## config.mk

```make
export PLATFORM = sky130hd
export DESIGN_NAME = josephus_elimination_order
export DESIGN_NICKNAME = d
export VERILOG_FILES = /design/src/rtl/core/jep_pkg.sv /design/src/rtl/core/jep_link_ram.sv /design/src/rtl/core/jep_ctrl.sv /design/src/rtl/core/josephus_elimination_order.sv
export SDC_FILE = /design/constraint.sdc
export NUM_CORES = 1
export LEC_CHECK = 0
export ABC_CLOCK_PERIOD_IN_PS = 4600
export BUFFER_PORTS_ARGS = -buffer_cell sky130_fd_sc_hd__buf_2
export CAP_MARGIN = 20
export CORE_UTILIZATION = 54
export CTS_BUF_LIST = sky130_fd_sc_hd__clkbuf_8
export DETAILED_ROUTE_END_ITERATION = 16
export PLACE_DENSITY = 0.7
export SLEW_MARGIN = 10
export SYNTH_ARGS = -nofsm -noshare
export SYNTH_HDL_FRONTEND = slang
export SYNTH_HIERARCHICAL = 1
export SYNTH_SLANG_ARGS = --single-unit
```

## constraint.sdc

```tcl
create_clock -name clk -period 4.6 [get_ports clk]
set_input_delay 0.46 -clock clk [delete_from_list [all_inputs] [get_ports clk]]
set_output_delay 0.46 -clock clk [all_outputs]
set_load 0.01 [all_outputs]
```

## src/rtl/core/jep_pkg.sv

```systemverilog
`default_nettype none

package jep_pkg;

  localparam int MAX_PEOPLE_DEF = 64;
  localparam int PERSON_W       = 7;
  localparam int RING_W         = 7;
  localparam int START_W        = 7;
  localparam int STEP_W         = 10;
  localparam int CFG_DATA_W     = 10;
  localparam int CFG_IDX_W      = 2;

  typedef enum logic [CFG_IDX_W-1:0] {
    REG_RING_SIZE  = 2'd0,
    REG_START_POS  = 2'd1,
    REG_STEP_COUNT = 2'd2
  } reg_idx_t;

  typedef enum logic [2:0] {
    ST_IDLE,
    ST_BUILD,
    ST_FETCH,
    ST_WALK,
    ST_NONE
  } state_t;

  typedef struct packed {
    logic                load;
    logic [PERSON_W-1:0] person;
    logic                last;
    logic                none_left;
  } result_t;

endpackage

`default_nettype wire

```

## src/rtl/core/jep_link_ram.sv

```systemverilog
`default_nettype none

module jep_link_ram #(
  parameter int DEPTH = 64,
  parameter int AW    = 6
) (
  input  logic          clk,
  input  logic          we,
  input  logic [AW-1:0] waddr,
  input  logic [AW-1:0] wdata,
  input  logic [AW-1:0] raddr,
  output logic [AW-1:0] rdata
);

  logic [AW-1:0] mem [DEPTH];

  always_ff @(posedge clk) begin
    if (we) begin
      mem[waddr] <= wdata;
    end
    rdata <= mem[raddr];
  end

endmodule

`default_nettype wire

```

## src/rtl/core/jep_ctrl.sv

```systemverilog
`default_nettype none

module jep_ctrl #(
  parameter int MAX_PEOPLE = jep_pkg::MAX_PEOPLE_DEF,
  parameter int IW         = $clog2(MAX_PEOPLE)
) (
  input  logic                        clk,
  input  logic                        rst,
  input  logic                        in_valid,
  output logic                        in_ready,
  input  logic                        restart,
  input  logic [jep_pkg::RING_W-1:0]  ring_size,
  input  logic [jep_pkg::START_W-1:0] start_pos,
  input  logic [jep_pkg::STEP_W-1:0]  step_count,
  input  logic                        out_free,
  output jep_pkg::result_t            res,
  output logic                        ram_we,
  output logic [IW-1:0]               ram_waddr,
  output logic [IW-1:0]               ram_wdata,
  output logic [IW-1:0]               ram_raddr,
  input  logic [IW-1:0]               ram_rdata
);

  import jep_pkg::*;

  localparam int NW = $clog2(MAX_PEOPLE + 1);
  localparam int SW = (NW > RING_W) ? NW : RING_W;
  localparam int XW = (IW + 1 > PERSON_W) ? IW + 1 : PERSON_W;

  state_t state, state_next;

  logic [IW-1:0]     cur, prev;
  logic [NW-1:0]     remaining;
  logic [NW-1:0]     n_reg;
  logic [NW-1:0]     bi;
  logic [SW-1:0]     red;
  logic [STEP_W-1:0] cnt;

  logic [SW-1:0] ring_ext, max_ext, n_ext;
  logic [NW-1:0] n_eff, bi_inc;
  logic          build_done, red_lt_n, emit, walk_more;
  logic [IW-1:0] r_low, nm1, s_idx, p_idx;
  logic [XW-1:0] psum;

  // ring size clamped to 1..MAX_PEOPLE
  assign ring_ext = SW'(ring_size);
  assign max_ext  = SW'(MAX_PEOPLE);
  always_comb begin
    if (ring_size == '0) begin
      n_eff = NW'(1);
    end else if (ring_ext > max_ext) begin
      n_eff = max_ext[NW-1:0];
    end else begin
      n_eff = ring_ext[NW-1:0];
    end
  end

  assign n_ext      = SW'(n_reg);
  assign bi_inc     = bi + NW'(1);
  assign build_done = (bi == n_reg);
  assign red_lt_n   = (red < n_ext);

  // start index: (start_pos mod n) - 1, wrapping to n-1; predecessor one back
  assign r_low = red[IW-1:0];
  assign nm1   = IW'(n_reg - NW'(1));
  assign s_idx = (r_low == '0) ? nm1 : r_low - IW'(1);
  assign p_idx = (s_idx == '0) ? nm1 : s_idx - IW'(1);

  assign walk_more = (cnt != '0);
  assign emit      = (state == ST_WALK) && !walk_more && out_free;
  assign psum      = XW'(cur) + XW'(1);

  // next state
  always_comb begin
    state_next = state;
    case (state)
      ST_IDLE: begin
        if (in_valid) begin
          if (restart) begin
            state_next = ST_BUILD;
          end else if (remaining == '0) begin
            state_next = ST_NONE;
          end else begin
            state_next = ST_FETCH;
          end
        end
      end
      ST_BUILD: begin
        if (build_done && red_lt_n) state_next = ST_FETCH;
      end
      ST_FETCH: state_next = ST_WALK;
      ST_WALK: begin
        if (!walk_more && out_free) state_next = ST_IDLE;
      end
      ST_NONE: begin
        if (out_free) state_next = ST_IDLE;
      end
      default: state_next = ST_IDLE;
    endcase
  end

  // outputs
  always_comb begin
    in_ready      = (state == ST_IDLE);
    ram_we        = 1'b0;
    ram_waddr     = prev;
    ram_wdata     = ram_rdata;
    ram_raddr     = cur;
    res.load      = 1'b0;
    res.person    = '0;
    res.last      = 1'b0;
    res.none_left = 1'b0;
    case (state)
      ST_BUILD: begin
        ram_we    = !build_done;
        ram_waddr = bi[IW-1:0];
        ram_wdata = (bi_inc == n_reg) ? '0 : bi_inc[IW-1:0];
      end
      ST_WALK: begin
        // chase the link just read while steps remain
        if (walk_more) ram_raddr = ram_rdata;
        ram_we     = emit;
        res.load   = emit;
        res.person = psum[PERSON_W-1:0];
        res.last   = (remaining == NW'(1));
      end
      ST_NONE: begin
        res.load      = out_free;
        res.none_left = 1'b1;
      end
      default: begin
      end
    endcase
  end

  always_ff @(posedge clk) begin
    if (rst) begin
      state     <= ST_IDLE;
      cur       <= '0;
      prev      <= '0;
      remaining <= '0;
    end else begin
      state <= state_next;
      case (state)
        ST_BUILD: begin
          if (build_done && red_lt_n) begin
            cur       <= s_idx;
            prev      <= p_idx;
            remaining <= n_reg;
          end
        end
        ST_WALK: begin
          if (walk_more) begin
            prev <= cur;
            cur  <= ram_rdata;
          end else if (out_free) begin
            cur       <= ram_rdata;
            remaining <= remaining - NW'(1);
          end
        end
        default: begin
        end
      endcase
    end
  end

  always_ff @(posedge clk) begin
    case (state)
      ST_IDLE: begin
        if (in_valid) begin
          cnt <= (step_count == '0) ? '0 : step_count - STEP_W'(1);
          if (restart) begin
            n_reg <= n_eff;
            red   <= SW'(start_pos);
            bi    <= '0;
          end
        end
      end
      ST_BUILD: begin
        if (!build_done) bi <= bi_inc;
        // start_pos mod n by repeated subtraction, alongside the link sweep
        if (!red_lt_n) red <= red - n_ext;
      end
      ST_WALK: begin
        if (walk_more) cnt <= cnt - STEP_W'(1);
      end
      default: begin
      end
    endcase
  end

endmodule

`default_nettype wire

```

## src/rtl/core/josephus_elimination_order.sv

```systemverilog
`default_nettype none

// Channel   Handshake              Payload
// in        in_valid / in_ready    restart
// out       out_valid / out_ready  person, last, none_left
// cfg       cfg_we (no wait)       cfg_index, cfg_data
//
// One request at a time; in_ready is low while a request is in work.
// Normal request: accept cycle, one link fetch, step_count - 1 successor link reads,
//   then the emit/unlink cycle; a step_count of 0 acts as 1.
// Restart adds a link sweep over the n entries of the clamped ring, one entry a cycle,
//   with the start reduction alongside.
// Result sits in an output register; the block stalls in its last cycle
//   only while that register is full and out_ready is low. Reset is synchronous; link RAM is not cleared.

module josephus_elimination_order #(
  parameter int MAX_PEOPLE = jep_pkg::MAX_PEOPLE_DEF
) (
  input  logic                           clk,
  input  logic                           rst,
  input  logic                           in_valid,
  output logic                           in_ready,
  input  logic                           restart,
  output logic                           out_valid,
  input  logic                           out_ready,
  output logic [jep_pkg::PERSON_W-1:0]   person,
  output logic                           last,
  output logic                           none_left,
  input  logic                           cfg_we,
  input  logic [jep_pkg::CFG_IDX_W-1:0]  cfg_index,
  input  logic [jep_pkg::CFG_DATA_W-1:0] cfg_data
);

  import jep_pkg::*;

  localparam int IW = $clog2(MAX_PEOPLE);

  logic [RING_W-1:0]  ring_size;
  logic [START_W-1:0] start_pos;
  logic [STEP_W-1:0]  step_count;

  result_t       res;
  logic          out_free;
  logic          ram_we;
  logic [IW-1:0] ram_waddr, ram_wdata, ram_raddr, ram_rdata;

  always_ff @(posedge clk) begin
    if (rst) begin
      ring_size  <= RING_W'(1);
      start_pos  <= START_W'(1);
      step_count <= STEP_W'(1);
    end else if (cfg_we) begin
      case (cfg_index)
        REG_RING_SIZE:  ring_size  <= cfg_data[RING_W-1:0];
        REG_START_POS:  start_pos  <= cfg_data[START_W-1:0];
        REG_STEP_COUNT: step_count <= cfg_data[STEP_W-1:0];
        default: begin
        end
      endcase
    end
  end

  assign out_free = !out_valid || out_ready;

  always_ff @(posedge clk) begin
    if (rst) begin
      out_valid <= 1'b0;
    end else if (res.load) begin
      out_valid <= 1'b1;
    end else if (out_ready) begin
      out_valid <= 1'b0;
    end
  end

  always_ff @(posedge clk) begin
    if (res.load) begin
      person    <= res.person;
      last      <= res.last;
      none_left <= res.none_left;
    end
  end

  jep_ctrl #(
    .MAX_PEOPLE (MAX_PEOPLE),
    .IW         (IW)
  ) u_ctrl (
    .clk        (clk),
    .rst        (rst),
    .in_valid   (in_valid),
    .in_ready   (in_ready),
    .restart    (restart),
    .ring_size  (ring_size),
    .start_pos  (start_pos),
    .step_count (step_count),
    .out_free   (out_free),
    .res        (res),
    .ram_we     (ram_we),
    .ram_waddr  (ram_waddr),
    .ram_wdata  (ram_wdata),
    .ram_raddr  (ram_raddr),
    .ram_rdata  (ram_rdata)
  );

  jep_link_ram #(
    .DEPTH (MAX_PEOPLE),
    .AW    (IW)
  ) u_ram (
    .clk   (clk),
    .we    (ram_we),
    .waddr (ram_waddr),
    .wdata (ram_wdata),
    .raddr (ram_raddr),
    .rdata (ram_rdata)
  );

endmodule

`default_nettype wire

```

Yosys cells after proc, flatten, opt, wreduce, memory -nomap -nowiden
Memory sizes are Yosys's and may differ from the RTL's. A register that Yosys moved wholly into a read port is not among the register bits.
Cells that the tools add are included.
{"block": "word_totals", "ff_bits": 87, "ramBits": 384, "inputBits": 18, "elab_cells": 125, "n_memories": 1}
{"block": "classes", "addsub": 9, "n_lt_le_gt_ge": 2, "n_eq_ne": 20, "muxes": 45, "reduce_logical": 32}
{"name": "u_ram.mem", "words": 64, "width": 6, "read_ports": 1, "rd_ports_with_merged_regs": 1, "wr": 1, "line": "jep_link_ram.sv:15", "rtl": "logic [AW-1:0] mem [DEPTH];"}
{"operator": "$mux 6", "count": 12}
{"operator": "$mux 7", "count": 10}
{"operator": "$pmux 7 s2", "count": 3}
{"operator": "$mux 10", "count": 3}
{"operator": "$pmux 6 s2", "count": 2}
{"operator": "$pmux 10 s2", "count": 1}
{"operator": "$sub 10x1->10 const B", "count": 2}
{"operator": "$mux 3", "count": 6}
{"operator": "$sub 6x1->6 const B", "count": 3}
{"operator": "$reduce_and 4->1", "count": 4}
{"operator": "$pmux 3 s5", "count": 1}
{"operator": "$eq 7x7->1", "count": 2}
{"operator": "$logic_not 7->1", "count": 2}
{"operator": "$logic_not 6->1", "count": 2}
{"operator": "$reduce_and 3->1", "count": 4}
{"operator": "$logic_not 10->1", "count": 1}
{"operator": "$ne 2x1->1 const B", "count": 5}
{"operator": "$ne 2x2->1 const B", "count": 5}
{"operator": "$reduce_bool 10->1", "count": 1}
{"operator": "$reduce_bool 2->1", "count": 4}
{"operator": "$add 6x1->7 const B", "count": 1}
{"operator": "$add 7x1->7 const B", "count": 1}
{"operator": "$eq 7x1->1 const B", "count": 1}
{"operator": "$gt 7x7->1 const B", "count": 1}
{"operator": "18 further kinds", "count": 31}

Longest topological paths before layout
{"block": "depth", "word_depth": 7, "mapped_depth": 13, "depth_no_buf": 11}

Modules after synthesis
The synthesis kept the hierarchy.
{"mod": "jep_link_ram", "n_inst": 1, "cells_each": 720, "area_each_um2": 15225.9}
{"mod": "jep_ctrl", "n_inst": 1, "cells_each": 509, "area_each_um2": 4165.2}
{"mod": "josephus_elimination_order", "n_inst": 1, "cells_each": 106, "area_each_um2": 1301.2}

Worst setup path after synthesis
No wires, ideal clock.
{"block": "synth_path", "kind": "register -> register", "from": "register u_ctrl.bi[0]", "to": "memory u_ram.mem[0][4] (data pin)", "setup_time_ns": 0.518, "t_arrival_ns": 3.083, "slack_ns": 0.999, "path_stages_with_launch": 7, "path_buffers": 0, "path_cell_list": "edfxtp_1 ha_1 xnor2_1 xnor2_1 nor4_1 a41o_1 o21ai_1"}
{"block": "synth_between", "elab_chain_cells": 4}
{"item": "from (decl)", "line": "jep_ctrl.sv:35", "rtl": "logic [NW-1:0] bi;"}
{"item": "from (signal assigned)", "line": "jep_ctrl.sv:180", "rtl": "if (!build_done) bi <= bi_inc;"}
{"item": "$add 7x1->7 (*)", "line": "jep_ctrl.sv:59", "rtl": "assign bi_inc = bi + NW'(1);"}
{"item": "$eq 7x7->1", "line": "jep_ctrl.sv:117", "rtl": "ram_wdata = (bi_inc == n_reg) ? '0 : bi_inc[IW-1:0];"}
{"item": "$mux 6 (*)", "line": "jep_ctrl.sv:117"}
{"item": "$mux 6 (*)", "line": "jep_ctrl.sv:113", "rtl": "case (state)"}
{"item": "via ram_wdata[4]", "line": "josephus_elimination_order.sv:45", "rtl": "logic [IW-1:0] ram_waddr, ram_wdata, ram_raddr, ram_rdata;"}
{"item": "to (decl)", "line": "jep_link_ram.sv:15"}
Mark *: on every way through the listed nets, which the timed path passes. The rest lies on a longest branch.

Worst setup path in the final report
{"block": "layout_path", "from": "register u_ctrl.cnt[5]", "to": "register u_ram.rdata[3], read port of u_ram.mem"}
{"block": "layout_between", "elab_chain_cells": 3}
{"item": "from (decl)", "line": "jep_ctrl.sv:37", "rtl": "logic [STEP_W-1:0] cnt;"}
{"item": "from (signal assigned)", "line": "jep_ctrl.sv:171", "rtl": "cnt <= (step_count == '0) ? '0 : step_count - STEP_W'(1);"}
{"item": "from (signal assigned)", "line": "jep_ctrl.sv:185", "rtl": "if (walk_more) cnt <= cnt - STEP_W'(1);"}
{"item": "$reduce_bool 10->1", "line": "jep_ctrl.sv:69", "rtl": "assign walk_more = (cnt != '0);"}
{"item": "$mux 6", "line": "jep_ctrl.sv:121", "rtl": "if (walk_more) ram_raddr = ram_rdata;"}
{"item": "$mux 6", "line": "jep_ctrl.sv:113"}
{"item": "via ram_raddr[2]", "line": "josephus_elimination_order.sv:45"}
{"item": "to (decl)", "line": "jep_link_ram.sv:12", "rtl": "output logic [AW-1:0] rdata"}
The timed path passes the listed nets, and every way through them passes these cells.
A chain may end at the register's enable or synchronous reset.

==> metrics.md <==
| Metric | Value |
|---|---|
| Yosys reg bits | `477` |
| Post-synth top area share | `between 60% and 70%` |
| Final setup viols | `0` |
| # fillers | `around 2,800` |
| Die Width | `197.8 microns` |
| Drt drc | `0` |
| Clock tree from TritonCTS | `done` |
| Status | `finished clean` |
| Cell row count | `71` |
| WL final | `46,050 microns` |
| CP delay by family, top | `simple AND/OR/NAND/NOR gates` |
| Sequence of cells on the critical path | `or4_1, nor2_1, nand4b_1, nand2_2, mux2_2, buf_4, mux4_2, mux2i_1, o221ai_1, o22a_1` |
| Max VDD drop | `between 200 and 300 uV` |
| DPL Wire Length | `29,800 microns` |
| Die Ht | `197.8 microns` |
| Syn Inst Count | `1,335` |
| WHS | `around 81 ps` |
| Core Region | `37,670 sq um` |
| WP data arrival | `4530 ps` |
| Mapped cell area | `20,690 sq um` |
| Placed cell count | `1,853` |
| GRT overflow | `0` |
| Tmin final | `~4000 ps` |
| Placed cell area | `21,570 sq um` |
| Count leader, synth | `edfxtp_1` |
| Post-Layout Cell Count | `1,987` |
| RSZ-0062 raised after global routing | `false` |
| Routability cong. | `0.8616` |
| Clock buffer depth | `3` |
| Die ar. | `39,110 sq um` |
| Syn_area_per_cell | `15.50 sq um` |
| Clock-pin transition on the worst setup and hold timing paths | `~60 ps` |
| Max_slew headroom | `40.63%` |
| CP Capture Type | `register` |
| Multi-input logic area | `6520 sq um` |
| Worst skew pair latency | `about 640 ps` |
| Initial detailed-routing violation count | `1,287` |
| Netlist cell types | `78` |
| Number of global-route vias before repair | `around 12,000` |
| Top_reg_cell synth | `edfxtp_1` |
| Post-CTS Setup Bufs | `0` |
| Crit path launch type | `register` |
| Critical Path Fanout Max | `34` |
| Number of synthesized flops with an enable pin | `424` |
| Initial antenna violation count | `0` |
| Met1 Use GR | `36.64%` |
| Max cap viols | `0` |
| P per Cell Area | `about 450 nW/um^2` |
| Register Area | `between 10,000 and 15,000 sq um` |
| Synth top area cells | `edfxtp_1 62%, mux4_2 9.5%, dfxtp_1 5.1%` |
| Most instantiated cells after synthesis | `424 x edfxtp_1, 129 x nor2_1, 87 x mux4_2, 70 x nand2_1, 53 x dfxtp_1` |
| Max incr delay on CP | `770 ps` |
| # IOs | `29` |
| Initial Util | `54.94%` |
| Pwr Total | `10,390 uW` |
| Fin Setup TNS | `0 ps` |
| Min-Delay Path Class | `in2reg` |
| Register area share after synthesis | `66.66%` |
| Layout cells sized above 1 | `~21%` |
| Largest net degree at the start of global routing | `65` |
| Vias per cell | `6.060` |
| Most area-hungry cell type in the Yosys netlist | `edfxtp_1` |
| CTS Buf Count | `77` |
| Crit path required time | `5130 ps` |
| Synth warn | `6` |
| # nets final | `around 1,500` |
| H-tree levels | `3` |
| First-pass GRT wire length | `71,390 microns` |
| Routed wire per std cell | `23.18 microns` |
| Vias | `12,040` |
| Slowest CP cell | `mux2_2` |
| Static leakage | `0.007566 uW` |
| CTS sink cnt | `477` |
| Post-route cell area | `23,010 sq um` |
| Met3 Usage GRT | `4.122%` |
| TritonRoute pass-1 iters | `6` |
| Asr flop ratio synth | `0%` |
| Final antenna-violating net count | `0` |
| Worst-Margin Slew | `890.5 ps` |
| Crit share post-route | `86.86%` |
| Gr usage total | `24.71%` |
| # hold bufs at CTS | `0` |
| Hold Violations, Final | `0` |
| Clock Tree Root | `clkbuf_8` |
| Cts repair resizes | `0` |
| Clk_skew | `39.85 ps` |
| I/O Buffers | `28` |
| Buf/Inv on CP | `1` |
| Most Crowded Layer GR | `met2` |
| Crit path kind | `reg2reg` |
| Layout area overhead | `11.22%` |
| Routing usage on met2 | `37.52%` |
| Syn_nets | `1,373` |
| Final Max Tran Viols | `0` |
| Antenna diode count | `0` |
| Fmax | `250.3 MHz` |
## power by group
group          switching, uW  internal (uW)
clock network           1610           1810
registers                119           5270
logic                   1080            496
total                   2810           7580
## worst paths after layout
path	from	endpoint	slack, ps	cells past startpoint
worst max register to register	u_ctrl/cnt[5]$_DFFE_PP_	u_ram/rdata[3]$_DFF_P_	600	10
worst min register to register	u_ctrl/remaining[1]$_SDFFE_PP0P_	u_ctrl/remaining[1]$_SDFFE_PP0P_	480	2
worst min-delay path	cfg_data[8]	step_count[8]$_SDFFE_PP0P_	80	3
worst max-delay path	u_ctrl/cnt[5]$_DFFE_PP_	u_ram/rdata[3]$_DFF_P_	600	10
## cell type report
| class | count | area share [%] |
|---|---|---|
| clock inverter | 51 | 1.316 |
| timing repair buffer | 77 | 2.360 |
| sequential | 477 | 59.94 |
| inverter | 23 | 0.3751 |
| tap | 511 | 2.778 |
| clock buffer | 82 | 4.904 |
| multi-input combinational | 766 | 28.33 |
## metrics by stage
stage / util (%) / setup slack, ps
final: 61.10 / 604.6
after global routing: 61.10 / 343.0
after CTS: 61.07 / 599.2
after detailed placement: 57.27 / 633.2
after global placement: 57.27 / 746.6
after floorplan: - / 999.5
## cell usage in the layout (no fill, tap or decap), drive strengths merged, types with 18 or more instances in the layout
| cell type | synthesis | layout |
|---|---|---|
| edfxtp | 424 | 424 |
| nor2 | 129 | 129 |
| mux4 | 93 | 93 |
| clkbuf | 38 | 82 |
| buf | 31 | 77 |
| nand2 | 71 | 71 |
| dfxtp | 53 | 53 |
| inv | 23 | 45 |
| o21ai | 45 | 45 |
| mux2i | 44 | 44 |
| nand2b | 41 | 41 |
| xnor2 | 31 | 31 |
| a21oi | 29 | 29 |
| nand3 | 28 | 28 |
| nor3 | 26 | 26 |
| clkinv | 0 | 24 |
| o22ai | 23 | 23 |
| nor2b | 20 | 20 |
| ha | 19 | 19 |
| mux2 | 18 | 18 |
## tightest hold or removal path, delay by kind of cell
kind | cells | cell delay [ps]
muxes | 1 | 60
and+or+nand+nor | 1 | 50
buffers and inverters | 1 | 100
## routing by layer
layer / up-vias / wire length [microns]
met5: - / 0
met4: 0 / 1004
met3: 92 / 3297
met2: 489 / 21450
met1: 6071 / 20300
li1: 5390 / -
## logic make-up after synthesis
group,share of synthesized area (%)
compound gates,5.672
xor+xnor,2.032
fa+ha+maj,1.246
buf+inv,2.280
flops,66.66
mux,13.34
simple gates,8.774
## registers in the layout (all words and copies together) (netlist names), 7 cells and up
signal and cells:
u_ram/mem 384, ring_size 7, u_ctrl/remaining 7, u_ctrl/bi 7, start_pos 7, step_count 10
person 7, u_ctrl/cnt 10, u_ctrl/red 7, u_ctrl/n_ext 7
Note: power is estimated with default switching activity, not from simulation.
